$ cat src/hw/rtl/spq_pkg.sv
package spq_pkg;

   localparam int VALUE_WIDTH = 32;
   localparam int COUNT_WIDTH = 5;

   // request codes
   localparam logic [1:0] REQ_INSERT = 2'd0;
   localparam logic [1:0] REQ_POP    = 2'd1;
   localparam logic [1:0] REQ_CLEAR  = 2'd2;

   // status codes
   localparam logic [1:0] STATUS_OK       = 2'd0;
   localparam logic [1:0] STATUS_EMPTY    = 2'd1;
   localparam logic [1:0] STATUS_REJECTED = 2'd2;

   typedef struct packed {
      logic [1:0]                    req_type;
      logic signed [VALUE_WIDTH-1:0] value;
   } spq_req_type;

   typedef struct packed {
      logic signed [VALUE_WIDTH-1:0] head_value;
      logic                          is_empty;
      logic [COUNT_WIDTH-1:0]        entry_count;
      logic [1:0]                    status;
   } spq_rsp_type;

   // broadcast to every cell of the row
   typedef struct packed {
      logic                          ins;
      logic                          pop;
      logic                          clr;
      logic signed [VALUE_WIDTH-1:0] x;
   } spq_ctrl_type;

endpackage

$ cat src/hw/rtl/sorted_priority_queue_unit.sv
// sorted priority queue of signed values, smallest at the head
// req channel: one transaction per operation (insert, pop smallest, clear all);
//   code 3 is a no-op that reports the current contents
// rsp channel: exactly one transaction per request with the head value after
//   the operation (zero when empty), an empty flag, the entry count and a status
//   (ok, pop on empty, insert rejected because full)
// the row of cells compares the new value against every slot at once and
// shifts in the same cycle
// the response is registered and appears the cycle after the request
// one transaction per cycle while rsp_stall is low
// when the receiver stalls, the pending response holds and req_stall rises
//   until it is taken; no work is lost
// reset (synchronous, active high) empties the queue and drops any pending
//   response; no clearing pass is needed
// QUEUE_DEPTH sets the number of cells; entry_count is 5 bits wide, so
//   depths above 31 report a truncated count
module sorted_priority_queue_unit #(
   parameter int QUEUE_DEPTH = 16
) (
   input  logic                 clock,
   input  logic                 reset,
   input  logic                 req_valid,
   output logic                 req_stall,
   input  spq_pkg::spq_req_type req_data,
   output logic                 rsp_valid,
   input  logic                 rsp_stall,
   output spq_pkg::spq_rsp_type rsp_data
);
   import spq_pkg::*;

   localparam int CW = $clog2(QUEUE_DEPTH + 1);

   logic [CW-1:0]                 cnt_ff;
   logic [CW-1:0]                 cnt_in;
   logic                          rsp_valid_ff;
   logic                          rsp_valid_in;
   spq_rsp_type                   rsp_ff;
   spq_rsp_type                   rsp_in;
   spq_ctrl_type                  ctrl;
   logic                          accept;
   logic                          full;
   logic                          empty;
   logic [1:0]                    status;

   logic signed [VALUE_WIDTH-1:0] cell_value [QUEUE_DEPTH];
   logic signed [VALUE_WIDTH-1:0] cell_next  [QUEUE_DEPTH];
   logic                          cell_valid [QUEUE_DEPTH];
   logic                          cell_gt    [QUEUE_DEPTH];

   assign req_stall = rsp_valid_ff && rsp_stall;
   assign accept    = req_valid && !req_stall;
   assign full      = (cnt_ff == CW'(QUEUE_DEPTH));
   assign empty     = (cnt_ff == '0);

   always_comb begin
      ctrl     = '0;
      ctrl.x   = req_data.value;
      status   = STATUS_OK;
      cnt_in   = cnt_ff;
      if (accept) begin
         case (req_data.req_type)
            REQ_INSERT: begin
               if (full) begin
                  status = STATUS_REJECTED;
               end else begin
                  ctrl.ins = 1'b1;
                  cnt_in   = cnt_ff + 1'b1;
               end
            end
            REQ_POP: begin
               if (empty) begin
                  status = STATUS_EMPTY;
               end else begin
                  ctrl.pop = 1'b1;
                  cnt_in   = cnt_ff - 1'b1;
               end
            end
            REQ_CLEAR: begin
               ctrl.clr = 1'b1;
               cnt_in   = '0;
            end
            default: begin
            end
         endcase
      end
   end

   genvar gi;
   generate
      for (gi = 0; gi < QUEUE_DEPTH; gi++) begin : g_cell
         logic signed [VALUE_WIDTH-1:0] lv;
         logic                          lval;
         logic                          lgt;
         logic signed [VALUE_WIDTH-1:0] rv;
         logic                          rval;

         // the head cell sees a valid neighbor that is never greater
         if (gi == 0) begin : g_first
            assign lv   = cell_value[gi];
            assign lval = 1'b1;
            assign lgt  = 1'b0;
         end else begin : g_mid
            assign lv   = cell_value[gi-1];
            assign lval = cell_valid[gi-1];
            assign lgt  = cell_gt[gi-1];
         end

         if (gi == QUEUE_DEPTH - 1) begin : g_last
            assign rv   = cell_value[gi];
            assign rval = 1'b0;
         end else begin : g_inner
            assign rv   = cell_value[gi+1];
            assign rval = cell_valid[gi+1];
         end

         spq_cell u_cell (
            .clock       (clock),
            .reset       (reset),
            .ctrl        (ctrl),
            .left_value  (lv),
            .left_valid  (lval),
            .left_gt     (lgt),
            .right_value (rv),
            .right_valid (rval),
            .value       (cell_value[gi]),
            .valid       (cell_valid[gi]),
            .gt          (cell_gt[gi]),
            .next_value  (cell_next[gi])
         );
      end
   endgenerate

   always_comb begin
      rsp_in             = rsp_ff;
      rsp_valid_in       = rsp_valid_ff && rsp_stall;
      if (accept) begin
         rsp_valid_in       = 1'b1;
         rsp_in.head_value  = (cnt_in != '0) ? cell_next[0] : '0;
         rsp_in.is_empty    = (cnt_in == '0);
         rsp_in.entry_count = COUNT_WIDTH'(cnt_in);
         rsp_in.status      = status;
      end
   end

   always_ff @(posedge clock) begin
      rsp_ff <= rsp_in;
      if (reset) begin
         cnt_ff       <= '0;
         rsp_valid_ff <= 1'b0;
      end else begin
         cnt_ff       <= cnt_in;
         rsp_valid_ff <= rsp_valid_in;
      end
   end

   assign rsp_valid = rsp_valid_ff;
   assign rsp_data  = rsp_ff;

endmodule

$ cat src/hw/rtl/spq_cell.sv
module spq_cell (
   input  logic                                   clock,
   input  logic                                   reset,
   input  spq_pkg::spq_ctrl_type                  ctrl,
   input  logic signed [spq_pkg::VALUE_WIDTH-1:0] left_value,
   input  logic                                   left_valid,
   input  logic                                   left_gt,
   input  logic signed [spq_pkg::VALUE_WIDTH-1:0] right_value,
   input  logic                                   right_valid,
   output logic signed [spq_pkg::VALUE_WIDTH-1:0] value,
   output logic                                   valid,
   output logic                                   gt,
   output logic signed [spq_pkg::VALUE_WIDTH-1:0] next_value
);
   import spq_pkg::*;

   logic signed [VALUE_WIDTH-1:0] value_ff;
   logic signed [VALUE_WIDTH-1:0] value_in;
   logic                          valid_ff;
   logic                          valid_in;

   // stored value strictly greater than the new one: the new value goes ahead of it
   assign gt = valid_ff && (value_ff > ctrl.x);

   always_comb begin
      value_in = value_ff;
      valid_in = valid_ff;
      if (ctrl.clr) begin
         valid_in = 1'b0;
      end else if (ctrl.pop) begin
         value_in = right_value;
         valid_in = right_valid;
      end else if (ctrl.ins) begin
         valid_in = valid_ff || left_valid;
         if (left_gt) begin
            value_in = left_value;
         end else if (left_valid && (gt || !valid_ff)) begin
            value_in = ctrl.x;
         end
      end
   end

   always_ff @(posedge clock) begin
      value_ff <= value_in;
      if (reset) begin
         valid_ff <= 1'b0;
      end else begin
         valid_ff <= valid_in;
      end
   end

   assign value      = value_ff;
   assign valid      = valid_ff;
   assign next_value = value_in;

endmodule
$ cat config.mk
export PLATFORM = sky130hd
export DESIGN_NAME = sorted_priority_queue_unit
export DESIGN_NICKNAME = d
export VERILOG_FILES = /design/src/hw/rtl/spq_pkg.sv /design/src/hw/rtl/sorted_priority_queue_unit.sv /design/src/hw/rtl/spq_cell.sv
export SDC_FILE = /design/constraint.sdc
export NUM_CORES = 2
export LEC_CHECK = 0
export BUFFER_PORTS_ARGS = -buffer_cell sky130_fd_sc_hd__buf_2
export CORE_MARGIN = 4
export CORE_UTILIZATION = 60
export DETAILED_ROUTE_END_ITERATION = 6
export PLACE_DENSITY = 0.77
export SLEW_MARGIN = 30
export SYNTH_ARGS = -nofsm -noshare
export SYNTH_HDL_FRONTEND = slang
export SYNTH_SLANG_ARGS = --single-unit
$ cat constraint.sdc
create_clock -name clock -period 7.8 [get_ports clock]
set_input_delay 1.17 -clock clock [delete_from_list [all_inputs] [get_ports clock]]
set_output_delay 1.17 -clock clock [all_outputs]
set_load 0.005 [all_outputs]
=== Word-level counts from Yosys, hierarchy flattened ===
Index checks and enable logic that the tools add are counted.

* $add $sub $neg: 2
* $lt $le $gt $ge: 16
* Equality and inequality tests: 3
* Muxes and demuxes: 106
* Bitwise operators: 2
* Reductions and logical operators: 118

{| class="wikitable"
|+ Operators with widths
! cell !! count
|-
| two-way mux 32 bit || 62
|-
| > comparator 32 bit || 16
|-
| AND reduction 3 bit || 14
|-
| nonzero test 3 bit || 14
|-
| two-way mux 1 bit || 37
|-
| logical AND 1 bit || 33
|-
| logical OR 1 bit || 31
|-
| logical NOT 1 bit || 17
|-
| two-way mux 5 bit || 3
|-
| one-hot mux 5 bit (3 select lines) || 1
|-
| logical NOT 5 bit || 2
|-
| adder 5 x 1 -> 5 bit (second input constant) || 1
|-
| == test 5 bit (second input constant) || 1
|-
| nonzero test 5 bit || 1
|-
| subtractor 5 x 1 -> 5 bit (second input constant) || 1
|-
| one-hot mux 2 bit (2 select lines) || 1
|-
| AND reduction 4 bit || 1
|-
| nonzero test 2 bit || 2
|-
| two-way mux 3 bit || 1
|-
| OR reduction 3 bit || 1
|-
| == test 2 x 1 -> 1 bit (second input constant) || 1
|-
| == test 2 bit (second input constant) || 1
|-
| logical NOT 2 bit || 1
|-
| two-way mux 2 bit || 1
|-
| other kinds (2) || 3
|}

* Register bits: 574
* Bits of input ports: 38
* Output and inout port bits: 42
* Word-level logic and storage cells: 285

=== Logic depth before layout (Yosys ltp) ===
* Depth in word-level cells: 8
* Gate-level depth with buffers: 14
* Depth with buffers taken out: 10

=== Cells and area by module ===
A second synthesis with hierarchy kept.

* Cells, all modules: 5364
* Area total of the unflattened synthesis: 47404.2 um2

{| class="wikitable"
|+ Modules (own cells, without submodules)
! module !! instances !! cells each !! area each (um2) !! sequential area each (um2)
|-
| spq_cell at g_cell[0].u_cell ... || 12 || 323 || 2810.2 || 660.6
|-
| spq_cell at g_cell[7].u_cell ... || 3 || 323 || 2816.5 || 660.6
|-
| spq_cell at g_cell[6].u_cell || 1 || 322 || 2850.2 || 660.6
|-
| sorted_priority_queue_unit || 1 || 197 || 2382.3 || 1321.3
|}

=== Worst setup path after synthesis ===
No wires, ideal clock.

* Path kind: input to register
* Start point: input port req_data[19] in the netlist's numbering
* End point: register g_cell[15].u_cell.value_ff[0] (enable)
* Setup time: 0.480 ns
* Arrival time: 6.114 ns
* Required time: 7.320 ns
* Setup slack: 1.206 ns
* Stages: 10
* Path buffers: 1
* Path through: clkbuf_1 inv_1 ha_1 a21oi_1 o21ai_0 a2111oi_0 a211oi_1 a211oi_1 mux2_2 a311oi_1

* Word-level cells in the longest chain between the ends: 6
* Elaborated cells between the ends (all ways): 8
* Classes of those cells: order compare (2); reduce/logical (6)

{| class="wikitable"
|+ Ends and longest elaborated chain
! what !! RTL line !! source
|-
| from (decl) || sorted_priority_queue_unit.sv:24 || <nowiki>input spq_pkg::spq_req_type req_data,</nowiki>
|-
| > comparator 32 bit || spq_cell.sv:23 || <nowiki>assign gt = valid_ff && (value_ff > ctrl.x);</nowiki>
|-
| logical AND 1 bit || spq_cell.sv:23 ||
|-
| logical OR 1 bit || spq_cell.sv:37 || <nowiki>end else if (left_valid && (gt || !valid_ff)) begin</nowiki>
|-
| logical AND 1 bit || spq_cell.sv:37 ||
|-
| nonzero test 2 bit (no line) * || - ||
|-
| AND reduction 4 bit (no line) * || - ||
|-
| to (signal assigned) || spq_cell.sv:44 || <nowiki>value_ff <= value_in;</nowiki>
|-
| to (decl) || spq_cell.sv:17 || <nowiki>logic signed [VALUE_WIDTH-1:0] value_ff;</nowiki>
|}

Every way passes the cells marked *; elsewhere a longest branch is shown, timed or not.
A chain may end at the register's enable or synchronous reset.

=== Worst setup path in the final report ===
* Start point: input port req_data[31] in the netlist's numbering
* End point: register g_cell[14].u_cell.value_ff[4] (enable)

* Word-level cells in the longest chain between the ends: 6
* Elaborated cells between the ends (all ways): 8
* Classes of those cells: order compare (2); reduce/logical (6)

{| class="wikitable"
|+ Ends and longest elaborated chain
! what !! RTL line
|-
| > comparator 32 bit || spq_cell.sv:23
|-
| logical AND 1 bit || spq_cell.sv:23
|-
| logical OR 1 bit || spq_cell.sv:37
|-
| logical AND 1 bit || spq_cell.sv:37
|-
| nonzero test 3 bit (no line) * || -
|-
| AND reduction 3 bit (no line) * || -
|-
| to (signal assigned) || spq_cell.sv:44
|-
| to (decl) || spq_cell.sv:17
|}

Marks and branches as above.

==> impl_metrics.env <==
export IMPL_hp_start="g_cell[0].u_cell.value[22]"
export IMPL_setup_violations=0
export IMPL_synth_area_um2=39800
export IMPL_ys_seq_elements=574
export IMPL_area_growth_pct=8.95
export IMPL_diodes=0
export IMPL_critPathMaxFanout=34
export IMPL_fin_crit_sh_pct=75.1
export IMPL_drc=0
export IMPL_crit_required_ps=8140
export IMPL_period_needed_ps=5860
export IMPL_final_area_um2=43400
export IMPL_worst_clock_skew_ps=15.7
export IMPL_drt_iter0_drc=3695
export IMPL_layout_nets=4436
export IMPL_cts_resized=0
export IMPL_crit_type="primary input to register"
export IMPL_post_dp_hpwl_mm=83.9
export IMPL_clk_pin_slew_ps=60
export IMPL_worst_pin_slew_ps=992
export IMPL_io_buffers=79
export IMPL_syn_area_per_cell_um2=10.2
export IMPL_holdPathStages=1
export IMPL_drive_above_1_share_pct=7.30
export IMPL_die_y_um=266
export IMPL_max_cap_violations=0
export IMPL_drv_slew=0
export IMPL_place_gp_congestion=0.944
export IMPL_synth_area_leaders="edfxtp_1 (39%), ha_1 (16%), mux2i_1 (10%), nand2_1 (3.9%), o21ai_0 (3.7%)"
export IMPL_first_global_vias=31600
export IMPL_power_density_nw_per_um2=184
export IMPL_syn_nets=4444
export IMPL_cts_buffers=67
export IMPL_wl_per_cell_um=24.2
export IMPL_cts_max_level=3
export IMPL_ant_nets=0
export IMPL_rrSetupSlack_ps=3060
export IMPL_cts_tree="yes"
export IMPL_overflow=0
export IMPL_status="finished, final reports clean"
export IMPL_worstSetupStartpointType="primary input"
export IMPL_rsz0062_at_grt="false"
export IMPL_ir_drop_uv=184
export IMPL_leakagePower_nw=16.9
export IMPL_synth_edff_count=520
export IMPL_fp_coreArea_um2=65700
export IMPL_holdPathEnd="g_cell[0].u_cell.value[22]"
export IMPL_final_common_cell="edfxtp_1"
export IMPL_r2r_start="g_cell[14].u_cell.value[31]"
export IMPL_layout_common_cells="edfxtp_1 (520), ha_1 (514), nand2_1 (410), mux2i_1 (409), o21ai_0 (298)"
export IMPL_async_flop_share_pct=0
export IMPL_hold_viol=0
export IMPL_synth_top_area_share_pct=39.2
export IMPL_ys_seq_area_share_pct=41.9
export IMPL_die_w_um=266
export IMPL_synth_cell_types=75
export IMPL_cts_hold_buffers=0
export IMPL_die_area_um2=70600
export IMPL_firstDrtPassIters=6
export IMPL_root_buffer="clkbuf_16"
export IMPL_synth_area_leader_cell="edfxtp_1"
export IMPL_placed_area_um2=41300
export IMPL_grt_usage_pct=32.0
export IMPL_r2r_cells=8
export IMPL_grt_pass1_wl_mm=180
export IMPL_cts_sinks=574
export IMPL_cts_buffer_depth=3
export IMPL_cts_setup_buffers=0
export IMPL_core_rowCount=94
export IMPL_start_util_pct=60.6
export IMPL_netlist_instances=3892
export IMPL_slew_headroom_pct=33.3
export IMPL_clock_fmax_ghz=0.171
export IMPL_yosysWarningCount=0
export IMPL_ios=80
export IMPL_insertion_delay_ps=610
export IMPL_timing_rr_end="g_cell[14].u_cell.value[4]"
export IMPL_ys_flop_type="edfxtp_1"
export IMPL_crit_arrival_ps=6200
export IMPL_min_path_type="register to register"
export IMPL_vias_per_cell=6.73
export IMPL_grt_max_degree=218
export IMPL_via_count=32300
export IMPL_wl_mm=116
export IMPL_end_kind="register"
export IMPL_antenna_found_initial=0
export IMPL_tns_ps=0
worst max-delay path, stage by stage:
cell and delay [ps]:
buf_2 370, inv_1 470, ha_1 620, nand4_1 200
or3_1 520, or4_1 560, o41ai_1 340, mux2_2 840
a41oi_4 630, buf_4 430
sequential cells by signal, indices dropped and copies added, names as in the netlist:
signal / count
g_cell.u_cell.value: 512
rsp_data: 40
g_cell.u_cell.valid: 16
cnt_ff: 5
rsp_valid: 1
worst max path at each step:
stage,depth (start not counted),endpoint,from
2_1_floorplan,10,g_cell[15].u_cell.value[0],req_data[19]
3_3_place_gp,10,g_cell[14].u_cell.value[5],req_data[31]
3_5_place_dp,10,g_cell[14].u_cell.value[4],req_data[31]
4_1_cts,10,g_cell[14].u_cell.value[13],req_data[31]
5_1_grt,10,g_cell[14].u_cell.value[13],req_data[31]
6_report,10,g_cell[14].u_cell.value[4],req_data[31]
power breakdown:
| part | total, mW | switching [mW] | internal, mW |
|---|---|---|---|
| sequential | 3.68 | 0.145 | 3.53 |
| clock | 3.09 | 1.29 | 1.80 |
| combinational | 1.23 | 0.724 | 0.502 |
area by class of cell:
| cell class | instances | area (um^2) |
|---|---|---|
| fill | 5162 | 22400 |
| clock inverter | 18 | 168 |
| sequential | 574 | 16700 |
| inverter | 84 | 317 |
| timing repair buffer | 154 | 1040 |
| multi-input combinational | 3003 | 22200 |
| clock buffer | 100 | 1920 |
| tap | 864 | 1080 |
cell families after synthesis:
| family | after synthesis | synth area share, % |
|---|---|---|
| AOI/OAI and AO/OA | 1099 | 17.1 |
| xor gates and xnor gates | 1 | 0.0220 |
| adders and majority gates | 514 | 16.1 |
| buffers and inverters | 315 | 3.19 |
| DFF | 574 | 41.9 |
| muxes | 414 | 10.5 |
| and+or+nand+nor | 975 | 11.1 |
metrics by stage:
stage / utilization, % / std cells / hold slack [ps] / setup slack (ps) / power [mW]
floorplan: - / 3892 / 481 / 1210 / 4.54
global placement: 62.7 / 4675 / 504 / 1520 / 4.88
detailed placement: 62.8 / 4678 / 523 / 1450 / 4.93
CTS: 65.9 / 4796 / 537 / 2080 / 8.00
global route: 66.0 / 4797 / 562 / 1800 / 8.29
finish: 66.0 / 4797 / 535 / 1940 / 7.99
routing by layer:
layer / up-vias / GRT usage, % / part of all wire [%]
li1: 14900 / - / -
met1: 15700 / 45.4 / 43
met2: 1438 / 51.1 / 46
met3: 212 / 6.07 / 8.8
met4: 0 / 8.14 / 2.6
met5: - / 0 / 0
cell usage after synthesis (all sizes together), types with 4 or more instances:
master	n
a211oi	42
nor3	39
a21oi	281
o21ai	363
a221o	5
a31oi	48
o22ai	33
nand2b	14
o21bai	4
o22a	31
buf	63
ha	514
a221oi	16
or2	6
or4	10
nor2	232
and4	10
a211o	4
nor2b	27
o2111ai	38
nand3	87
mux2i	411
o21a	43
nor4	17
o211ai	21
a41oi	8
o31ai	9
o211a	36
and3	20
inv	83
a21o	73
or3	5
clkbuf	168
a2111oi	8
dfxtp	54
nand4	87
o221ai	11
edfxtp	520
nand2	412
No activity file was read; power rests on OpenSTA's default activity.
